**config.mk**
```make
export PLATFORM = sky130hd
export DESIGN_NAME = pmu_ctrl
export DESIGN_NICKNAME = d
export VERILOG_FILES = /design/src/pmu_pkg.sv /design/src/pmu_ctrl.sv
export SDC_FILE = /design/constraint.sdc
export NUM_CORES = 1
export LEC_CHECK = 0
export ABC_CLOCK_PERIOD_IN_PS = 3100
export BUFFER_PORTS_ARGS = -buffer_cell sky130_fd_sc_hd__buf_4
export CORE_AREA = 8 8 45 47
export CTS_BUF_LIST = sky130_fd_sc_hd__clkbuf_8 sky130_fd_sc_hd__clkbuf_16
export DETAILED_ROUTE_END_ITERATION = 8
export DIE_AREA = 0 0 53 55
export GPL_TIMING_DRIVEN = 0
export MAX_ROUTING_LAYER = met4
export PLACE_DENSITY = 0.54
export SETUP_SLACK_MARGIN = 0.5
export SLEW_MARGIN = 20
export SYNTH_ARGS = -nofsm -noshare
export SYNTH_HDL_FRONTEND = slang
export SYNTH_SLANG_ARGS = --single-unit
```
**constraint.sdc**
```tcl
create_clock -name clk -period 3.1 [get_ports clk]
set_input_delay 0.31 -clock clk [delete_from_list [all_inputs] [get_ports clk]]
set_output_delay 0.31 -clock clk [all_outputs]
set_load 0.05 [all_outputs]
```
**src/pmu_pkg.sv**
```systemverilog
package pmu_pkg;

	// Field widths of the request and result ports
	localparam int COEFF_IN_W  = 24;
	localparam int POWER_IN_W  = 4;
	localparam int POWER_OUT_W = 5;
	localparam int STORE_W     = 32;
	localparam int ACC_W       = 64;

	// Default highest stored power
	localparam int MAX_POWER_DEF = 15;

	// Commands from the controller to the datapath
	typedef struct packed {
		logic load;   // add the request's term into its store
		logic mac;    // one multiply of the current pair
		logic scan;   // read and clear one product entry
		logic flush;  // emit the held term or the empty marker
	} pmu_cmd_t;

	// Status from the datapath to the controller
	typedef struct packed {
		logic mac_last;   // current pair is the last one
		logic scan_last;  // current product entry is power zero
	} pmu_stat_t;

endpackage

```
**src/pmu_ctrl.sv**
```systemverilog
module pmu_ctrl (
	input  logic              clk,
	input  logic              arst_n,
	input  logic              start,
	input  logic              req_type,
	input  logic              final_term,
	input  pmu_pkg::pmu_stat_t stat,
	output pmu_pkg::pmu_cmd_t  cmd,
	output logic              busy
);
	import pmu_pkg::*;

	typedef enum logic [4:0] {
		ST_IDLE  = 5'b00001,
		ST_MAC   = 5'b00010,
		ST_DRAIN = 5'b00100,
		ST_SCAN  = 5'b01000,
		ST_FLUSH = 5'b10000
	} state_t;

	state_t state_q, state_d;
	logic   accept;

	assign accept = start && (state_q == ST_IDLE);
	assign busy   = (state_q != ST_IDLE);

	// Next state
	always_comb begin
		state_d = state_q;
		case (state_q)
			ST_IDLE:  if (accept && req_type && final_term) state_d = ST_MAC;
			ST_MAC:   if (stat.mac_last) state_d = ST_DRAIN;
			ST_DRAIN: state_d = ST_SCAN;
			ST_SCAN:  if (stat.scan_last) state_d = ST_FLUSH;
			ST_FLUSH: state_d = ST_IDLE;
			default:  state_d = ST_IDLE;
		endcase
	end

	always_ff @(posedge clk or negedge arst_n) begin
		if (!arst_n) begin
			state_q <= ST_IDLE;
		end else begin
			state_q <= state_d;
		end
	end

	// Drive datapath commands
	always_comb begin
		cmd       = '0;
		cmd.load  = accept;
		cmd.mac   = (state_q == ST_MAC);
		cmd.scan  = (state_q == ST_SCAN);
		cmd.flush = (state_q == ST_FLUSH);
	end

`ifndef SYNTHESIS
	a_mac_to_drain: assert property (@(posedge clk) disable iff (!arst_n)
		(state_q == ST_MAC) && stat.mac_last |=> (state_q == ST_DRAIN))
		else $error("multiply pass did not end after the last pair");
	a_flush_once: assert property (@(posedge clk) disable iff (!arst_n)
		(state_q == ST_FLUSH) |=> (state_q == ST_IDLE))
		else $error("flush lasted more than one cycle");
	a_busy_no_load: assert property (@(posedge clk) disable iff (!arst_n)
		busy |-> !cmd.load)
		else $error("request loaded while busy");
`endif

endmodule

```
Word level (Yosys, flattened, before mapping):

Cells that the tools add are included.

* eq/ne operators: 9
* muxes and demuxes: 4
* reductions and logical operators: 4

Operators by type and width (count)
* $pmux 5 s4: 1
* $mux 5: 3
* $eq 5x1->1 const B: 1
* $eq 5x2->1 const B: 1
* $eq 5x3->1 const B: 1
* $eq 5x4->1 const B: 1
* $eq 5x5->1 const B: 1
* $ne 5x1->1 const B: 1
* $ne 2x2->1 const B: 2
* $logic_and 1x1->1: 3
* $reduce_and 3->1: 1
* $ne 2x1->1 const B: 1

* flip-flop bits (word level): 5
* output and inout bits: 5

Depth between registers and ports, before layout:

Gate-level depths: netlist of the first run.

* depth after elaboration: 6
* gate-level depth with buffers: 4
* depth with buffers taken out: 3

Least setup slack after synthesis of the first run:

No wires, ideal clock.

* path kind: reg2out
* from: register state_q[1]
* to: output cmd[0] (netlist name)
* arrival time: 1.615 ns
* setup slack: 1.175 ns
* cell stages (with the launch flop): 4
* path through: dfrtp_1 > nor2_1 > nand2_1 > nor3_1

RTL lines
* start, declared: line pmu_ctrl.sv:21 `state_t state_q, state_d;`
* start signal, assigned: line pmu_ctrl.sv:44 `state_q <= state_d;`
* end, declared: line pmu_ctrl.sv:8 `output pmu_pkg::pmu_cmd_t cmd,`

Final worst setup path of the first run:

* from: register state_q[2]
* to: output cmd[3] (netlist name)

* cells in the longest elaborated chain, start to end: 2

Ends and longest elaborated chain
* $eq 5x1->1: line pmu_ctrl.sv:24 `assign accept = start && (state_q == ST_IDLE);`
* $logic_and 1x1->1: line pmu_ctrl.sv:24

Every way passes these cells.

==> flow_metrics.env, run 1 <==
export IMPL_end_kind="primary output"
export IMPL_net_count_of_the_mapped_netlist=37
export IMPL_reg_largest_list="state_q x5"
export IMPL_synthAdderAreaFrac_pct=0
export IMPL_post_place_cells=57
export IMPL_totalNegativeSetupSlack_ns=0
export IMPL_fin_crit_period_ns=1.76
export IMPL_synth_compound_gate_area_share_pct=11.4
export IMPL_synth_xor_area_share_pct=2.97
export IMPL_nets=54
export IMPL_worst_setup_path_start_kind="register"
export IMPL_clk_transition_reported_paths_ns=0.03
export IMPL_post_synth_instance_area_um2=295
export IMPL_post_synth_inst_count=30
export IMPL_row_count=14
export IMPL_final_max_slew_violation_count=0
export IMPL_clock_skew_final_ns=0.00109
export IMPL_timing_final_crit_share_pct=56.8
export IMPL_power_combinational_fraction_pct=13.2
export IMPL_antenna_cells=0
export IMPL_internal_power_mw=0.165
export IMPL_ratio_of_cells_with_drive_above_1_in_the_final_layout_pct=43.5
export IMPL_die_y_um=55
export IMPL_max_vdd_ir_drop_mv=0.167
export IMPL_worstPathMaxFanout=6
export IMPL_startpoint_of_the_most_critical_hold_path="stat[1]"
export IMPL_critPathKind="reg2out"
export IMPL_critical_path_required_ns=2.79
export IMPL_holdPathStages=2
export IMPL_p_per_area_nw_per_um2=476
export IMPL_initial_antenna_violation_count=0
export IMPL_synth_seq_cells=5
export IMPL_fp_dieW_um=53
export IMPL_proportion_of_power_drawn_by_flip_flops_and_latches_pct=32.6
export IMPL_power_clock_fraction_pct=54.2
export IMPL_crit_reg2reg_capture="state_q[0]"
export IMPL_post_synth_mux_area_share_pct=0
export IMPL_grt_start_max_net_pins=8
export IMPL_port_buffers=11
export IMPL_timing_critical_path_arrival_ns=1.45
export IMPL_final_total_pwr_mw=0.215
export IMPL_hold_ws_ns=0.314
export IMPL_power_switching_fraction_pct=23.2
export IMPL_achievable_frequency_mhz=568
export IMPL_grt_setup_unrepaired="no"
export IMPL_core_area_um2=1380
export IMPL_largest_reg_by_ff_count="state_q"
export IMPL_yosysWarnings=0
export IMPL_cts_repair_resized=0
export IMPL_net_switching_power_mw=0.0500
export IMPL_grt_first_pass_wirelength_um=1110
export IMPL_status="finished clean"
export IMPL_power_leakage_nw=0.223
export IMPL_grt_pass1_vias=291
export IMPL_ys_seq_area_share_pct=42.8
export IMPL_reg2reg_setup_slack_ns=1.98
export IMPL_grt_overflow_total=0
export IMPL_finalWirelength_um=649
export IMPL_clk_tree_root_cell="sky130_fd_sc_hd__clkbuf_8"
export IMPL_slew_limit_headroom_pct=83.1
export IMPL_synthesis_area_per_instance_um2=9.84
export IMPL_start_util_pct=21.3
export IMPL_boundaryPins=12
export IMPL_r2r_worst_path_cells=3
export IMPL_clock_tree_htree_level_count=1
export IMPL_place_hpwl_um=505
export IMPL_tritoncts_buffers=3
export IMPL_die_area_um2=2920
export IMPL_grtUsageTotal_pct=5.55
export IMPL_cts_num_sinks=5
export IMPL_dr_first_iter_drc_count=5
export IMPL_setup_viol=0
export IMPL_globalplace_congestion=0.664
export IMPL_reg2reg_from="state_q[2]"
export IMPL_clock_latency_late_sink_ns=0.22
export IMPL_final_cell_count_no_fill=62
export IMPL_synth_simple_gate_area_share_pct=35.2
export IMPL_syn2layout_area_growth_pct=53.4
export IMPL_route_antenna_remaining_nets=0
export IMPL_drt_wirelength_per_cell_um=10.5
export IMPL_synthDistinctLibCells=20
export IMPL_clock_tree_from_tritoncts="done"
export IMPL_final_count_of_hold_timing_violations=0
export IMPL_number_of_flip_flops_under_the_largest_register_name=5
export IMPL_worstMarginPinSlew_ns=0.251
export IMPL_via_count=259
export IMPL_hold_path_endpoint="state_q[2]"
export IMPL_clock_path_buffers=2
export IMPL_detailedRoute_firstPassIterationCount=2
export IMPL_cap_violations=0
export IMPL_hold_class="in2reg"
export IMPL_synth_top_family_by_area="simple AND/OR/NAND/NOR gates"
export IMPL_drt_vias_per_instance=4.18
export IMPL_drc_errors=0
==> cell type report <==
type,instances,area (µm²)
flip-flops and latches,5,126
fillers,148,931
plain buffers,2,15.0
clock inverters,1,3.75
well taps,16,20.0
clock buffers,3,41.3
repair buffers,12,92.6
multi-input cells,21,146
inverters,2,7.51
==> synthesized netlist by cell type (all sizes together) <==
master | n | share of area [%]
dfrtp | 4 | 34
nand3 | 1 | 1.7
nand2 | 1 | 1.3
nor2 | 3 | 3.8
dfstp | 1 | 8.9
o21a | 1 | 2.5
inv | 2 | 2.5
o211ai | 1 | 2.5
o21ai | 2 | 3.4
o2bb2ai | 1 | 3.0
and2 | 2 | 4.2
nor3 | 2 | 5.1
nor4b | 1 | 5.1
nand2b | 2 | 4.2
and3b | 1 | 3.0
buf | 2 | 5.1
nand3b | 1 | 2.5
nor4 | 1 | 4.2
xor2 | 1 | 3.0
==> cell families after synthesis <==
kind of cell              after synthesis
and+or+nand+nor                        15
AOI/OAI and AO/OA                       5
DFF                                     5
buffers and inverters                   4
xor gates and xnor gates                1
==> worst max-delay path, cell delays in order, from the launching register on <==
cell	delay [ns]
sky130_fd_sc_hd__dfrtp_1	0.44
sky130_fd_sc_hd__nor3_2	0.23
sky130_fd_sc_hd__nand3b_1	0.16
sky130_fd_sc_hd__nor2_1	0.12
sky130_fd_sc_hd__buf_4	0.11
sky130_fd_sc_hd__buf_4	0.18
==> what timing repair did <==
item | 4_1_cts | 5_1_grt
hold endpoints to repair | 4 | 0
hold buffers | 1 | 0
buffers inserted | 0 | 0
==> metrics by stage <==
stage | worst slack [ns] | cell area (µm²) | util [%]
2_1_floorplan | 1.17 | 295 | -
6_report | 1.34 | 453 | 32.7
3_5_place_dp | 1.55 | 398 | 28.8
4_1_cts | 1.32 | 453 | 32.7
3_3_place_gp | 1.58 | 398 | 28.8
5_1_grt | 1.21 | 453 | 32.7
==> placed cells by master (no fill, tap or decap) <==
cell / count
sky130_fd_sc_hd__xor2_1: 1
sky130_fd_sc_hd__nand3b_1: 1
sky130_fd_sc_hd__nand2_1: 1
sky130_fd_sc_hd__and2_1: 2
sky130_fd_sc_hd__inv_1: 3
sky130_fd_sc_hd__dfrtp_1: 4
sky130_fd_sc_hd__o21a_1: 1
sky130_fd_sc_hd__nor2_1: 3
sky130_fd_sc_hd__buf_4: 13
sky130_fd_sc_hd__nor4b_2: 1
sky130_fd_sc_hd__o21ai_0: 2
sky130_fd_sc_hd__dfstp_2: 1
sky130_fd_sc_hd__clkbuf_8: 3
sky130_fd_sc_hd__dlygate4sd3_1: 1
sky130_fd_sc_hd__nor4_2: 1
sky130_fd_sc_hd__o2bb2ai_1: 1
sky130_fd_sc_hd__nor3_1: 1
sky130_fd_sc_hd__nor3_2: 1
sky130_fd_sc_hd__o211ai_1: 1
sky130_fd_sc_hd__nand2b_1: 2
sky130_fd_sc_hd__nand3_1: 1
sky130_fd_sc_hd__and3b_1: 1
==> power groups by stage <==
stage               clock network (mW)  registers (mW)  logic [mW]
finish                           0.117          0.0702      0.0284
global route                     0.124          0.0707      0.0308
CTS                              0.123          0.0702      0.0289
detailed placement                   0          0.0710      0.0278
global placement                     0          0.0710      0.0277
floorplan                            0          0.0704      0.0161
==> routing by layer <==
metal,part of all wire [%],track usage (%)
met5,0,-
met4,0,6.47
met3,5.4,1.87
met2,48,7.81
met1,47,5.55
==> worst max path at each step <==
stage               startpoint     end  slack [ns]  depth (start not counted)
finish              state_q[2]  cmd[3]        1.34                          5
global route        state_q[2]  cmd[3]        1.21                          5
CTS                 state_q[2]  cmd[3]        1.32                          5
detailed placement  state_q[2]  cmd[3]        1.55                          5
global placement    state_q[2]  cmd[3]        1.58                          5
floorplan           state_q[1]  cmd[0]        1.17                          3
Note: power is estimated with default switching activity, not from simulation.
==> run 2, diff against run 1 <==
--- a/config.mk
+++ b/config.mk
@@ -5,7 +5,8 @@
 export SDC_FILE = /design/constraint.sdc
 export NUM_CORES = 1
 export LEC_CHECK = 0
-export ABC_CLOCK_PERIOD_IN_PS = 3100
+export ABC_AREA = 1
+export ABC_CLOCK_PERIOD_IN_PS = 1720
 export BUFFER_PORTS_ARGS = -buffer_cell sky130_fd_sc_hd__buf_4
 export CORE_AREA = 8 8 45 47
 export CTS_BUF_LIST = sky130_fd_sc_hd__clkbuf_8 sky130_fd_sc_hd__clkbuf_16
@@ -13,7 +14,7 @@
 export DIE_AREA = 0 0 53 55
 export GPL_TIMING_DRIVEN = 0
 export MAX_ROUTING_LAYER = met4
-export PLACE_DENSITY = 0.54
+export PLACE_DENSITY = 0.59
 export SETUP_SLACK_MARGIN = 0.5
 export SLEW_MARGIN = 20
 export SYNTH_ARGS = -nofsm -noshare
==> constraint.sdc (replaced) <==
create_clock -name clk -period 1.72 [get_ports clk]
set_input_delay 0.172 -clock clk [delete_from_list [all_inputs] [get_ports clk]]
set_output_delay 0.172 -clock clk [all_outputs]
set_load 0.05 [all_outputs]
==> run 2 against run 1 <==
  * Critical endpoint unchanged
  * Synthesized cell count rose by 63%
  * Largest cell class is now non-clock buffers
  * Worst hold slack got worse by 0.091 ns
  * Largest power group is now combinational cells
  * Core utilization rose by 16 points
==> flow_metrics.env, run 2 <==
export IMPL_via_count=403
export IMPL_max_vdd_ir_drop_mv=0.503
export IMPL_number_of_flip_flops_under_the_largest_register_name=5
export IMPL_syn2layout_area_growth_pct=90.8
export IMPL_drt_vias_per_instance=4.33
export IMPL_holdPathStages=3
export IMPL_timing_final_crit_share_pct=88.3
export IMPL_final_count_of_hold_timing_violations=0
export IMPL_drt_wirelength_per_cell_um=10.1
export IMPL_final_max_slew_violation_count=0
export IMPL_netlist_top_cells_area="sky130_fd_sc_hd__dfrtp_1 28%, sky130_fd_sc_hd__nor2_4 13%, sky130_fd_sc_hd__nand3_1 8.5%, sky130_fd_sc_hd__nor2_1 8.5%, sky130_fd_sc_hd__dfstp_2 7.4%"
export IMPL_detailedRoute_firstPassIterationCount=4
export IMPL_worstMarginPinSlew_ns=0.173
export IMPL_final_cell_count_no_fill=93
export IMPL_reg2reg_from="state_q[0]"
export IMPL_route_antenna_remaining_nets=0
export IMPL_setup_viol=0
export IMPL_filler_cells_inserted=133
export IMPL_status="finished clean"
export IMPL_layout_commonest_cell="sky130_fd_sc_hd__buf_4"
export IMPL_clock_tree_htree_level_count=1
export IMPL_ranking_of_synthesized_cells_by_instance_count="8 x sky130_fd_sc_hd__nor2_1, 7 x sky130_fd_sc_hd__inv_1, 6 x sky130_fd_sc_hd__nand3_1, 5 x sky130_fd_sc_hd__inv_2"
export IMPL_clock_latency_late_sink_ns=0.22
export IMPL_timing_critical_path_mode_cell="sky130_fd_sc_hd__nor2_4"
export IMPL_port_buffers=11
export IMPL_post_synth_instance_area_um2=355
export IMPL_end_kind="primary output"
export IMPL_r2r_worst_path_cells=8
export IMPL_tritoncts_buffers=3
export IMPL_die_y_um=55
export IMPL_fp_dieW_um=53
export IMPL_yosysWarnings=0
export IMPL_grt_first_pass_wirelength_um=1600
export IMPL_hold_class="in2reg"
export IMPL_post_place_cells=76
export IMPL_hold_ws_ns=0.222
export IMPL_post_route_worst_setup_slack_ns=0.202
export IMPL_post_synth_inst_count=49
export IMPL_totalNegativeSetupSlack_ns=0
export IMPL_globalplace_congestion=0.699
export IMPL_start_util_pct=25.7
export IMPL_grt_start_max_net_pins=6
export IMPL_worst_setup_path_start_kind="register"
export IMPL_final_total_pwr_mw=0.808
export IMPL_fin_crit_period_ns=1.52
export IMPL_post_route_util_pct=49.0
export IMPL_antenna_cells=0
export IMPL_grt_pass1_vias=432
export IMPL_synth_most_common_cell="sky130_fd_sc_hd__nor2_1"
export IMPL_grtUsageTotal_pct=7.52
export IMPL_main_flop_type_after_synthesis="sky130_fd_sc_hd__dfrtp_1"
export IMPL_post_place_ws_ns=0.320
export IMPL_largest_reg_by_ff_count="state_q"
export IMPL_critical_path_required_ns=1.55
export IMPL_worstPathMaxFanout=4
export IMPL_critPathKind="reg2out"
export IMPL_row_count=14
export IMPL_cap_violations=0
export IMPL_boundaryPins=12
export IMPL_slew_limit_headroom_pct=88.4
export IMPL_crit_reg2reg_capture="state_q[0]"
export IMPL_timing_critical_path_arrival_ns=1.35
export IMPL_finalWirelength_um=938
export IMPL_yosys_area_top_type="sky130_fd_sc_hd__dfrtp_1"
export IMPL_achievable_frequency_mhz=659
export IMPL_postLayoutCellArea_um2=678
export IMPL_grt_setup_unrepaired="yes"
export IMPL_clk_transition_reported_paths_ns=0.03
export IMPL_net_count_of_the_mapped_netlist=56
export IMPL_die_area_um2=2920
export IMPL_ys_seq_area_share_pct=35.6
export IMPL_async_reset_ff_share_pct=100
export IMPL_reg2reg_setup_slack_ns=0.46
export IMPL_cp_cell_instances="nand3_2 > nor2_4 > inv_6 > nor2_4 > buf_6 > buf_8"
export IMPL_cts_num_sinks=5
export IMPL_place_hpwl_um=654
export IMPL_ratio_of_cells_with_drive_above_1_in_the_final_layout_pct=58.4
export IMPL_crit_path_end="cmd[3]"
export IMPL_synthesis_area_per_instance_um2=7.25
export IMPL_worstSetupStartpoint="state_q[0]"
export IMPL_reg_largest_list="state_q x5"
export IMPL_initial_antenna_violation_count=0
export IMPL_synthDistinctLibCells=14
export IMPL_dr_first_iter_drc_count=6
export IMPL_drc_errors=0
export IMPL_clock_tree_from_tritoncts="done"
export IMPL_core_area_um2=1380
export IMPL_power_leakage_nw=0.344
export IMPL_synth_seq_cells=5
export IMPL_synth_top_cell_area_share_pct=28.2
export IMPL_detailed_place_area_um2=488
export IMPL_timing_critical_path_slowest_cell_delay_ns=0.55
export IMPL_clk_tree_root_cell="sky130_fd_sc_hd__clkbuf_8"
export IMPL_clock_skew_final_ns=0.00138
export IMPL_grt_overflow_total=0
export IMPL_synth_edf_count=0
export IMPL_p_per_area_nw_per_um2=1190
export IMPL_crit_path_top_delay_cell="sky130_fd_sc_hd__dfstp_2"
export IMPL_clock_path_buffers=2
export IMPL_final_cell_mix="18 x sky130_fd_sc_hd__buf_4, 7 x sky130_fd_sc_hd__inv_1, 7 x sky130_fd_sc_hd__nor2_1, 5 x sky130_fd_sc_hd__nor2_4, 5 x sky130_fd_sc_hd__inv_2"
export IMPL_nets=85
[run 2: cell count changes after synthesis, sizes merged, moves of 2 or more]
cell,before,now
and2,2,0
nand2b,2,0
nand4,0,3
nand3,1,6
nor2,3,14
nand2,1,4
inv,2,12
[run 2: how the worst min path moves through the flow]
| stage | slack [ns] | from | to |
|---|---|---|---|
| 6_report | 0.22 | req_type | state_q[1] |
| 5_1_grt | 0.25 | req_type | state_q[1] |
| 4_1_cts | 0.23 | req_type | state_q[1] |
| 3_5_place_dp | -0.03 | arst_n | state_q[3] |
| 3_3_place_gp | -0.03 | arst_n | state_q[3] |
| 2_1_floorplan | -0.12 | arst_n | state_q[1] |
[run 2: final cells by class]
class                      count  area (µm²)  share of cell area [%]
buffer                         2        18.8                    2.77
clock buffer                   3        41.3                    6.09
clock inverter                 1        3.75                   0.554
inverter                      12        50.0                    7.38
multi-input combinational     30         198                    29.2
sequential                     5         126                    18.6
tap                           16        20.0                    2.95
timing repair buffer          24         220                    32.5
[run 2: what timing repair did]
| action | CTS | global route |
|---|---|---|
| hold buffers | 1 | 0 |
| pin swaps | 3 | 1 |
| setup buffers | 9 | 3 |
| resized for setup | 10 | 3 |
| hold endpoints to repair | 5 | 0 |
| endpoints found under the setup margin | 5 | 7 |
[run 2: power by group]
part           leakage [nW]  internal (mW)  switching, mW
registers            0.0660          0.141         0.0178
clock network        0.0269          0.152         0.0518
logic                 0.251          0.206          0.239
[run 2: cell families (layout without fill, tap and decap cells)]
family | count (synthesis) | after routing | share of synthesized area, %
and+or+nand+nor | 29 | 29 | 46.1
AOI/OAI and AO/OA | 1 | 1 | 1.41
buffers and inverters | 14 | 42 | 16.9
DFF | 5 | 5 | 35.6
[run 2: metal layers]
| layer | wire (µm) | vias up | share of wire (%) | track usage (%) |
|---|---|---|---|---|
| met5 | 0 | - | 0 | - |
| met4 | 0 | 0 | 0 | 3.88 |
| met3 | 47 | 0 | 5.0 | 2.67 |
| met2 | 521 | 10 | 56 | 13.1 |
| met1 | 369 | 189 | 39 | 7.22 |
| li1 | - | 204 | - | - |
[run 2: critical path: cells and delay by family (launching register included)]
family	cells	cell delay, ns
buffers and inverters	3	0.27
flip-flops	1	0.55
AND/OR/NAND/NOR	3	0.30
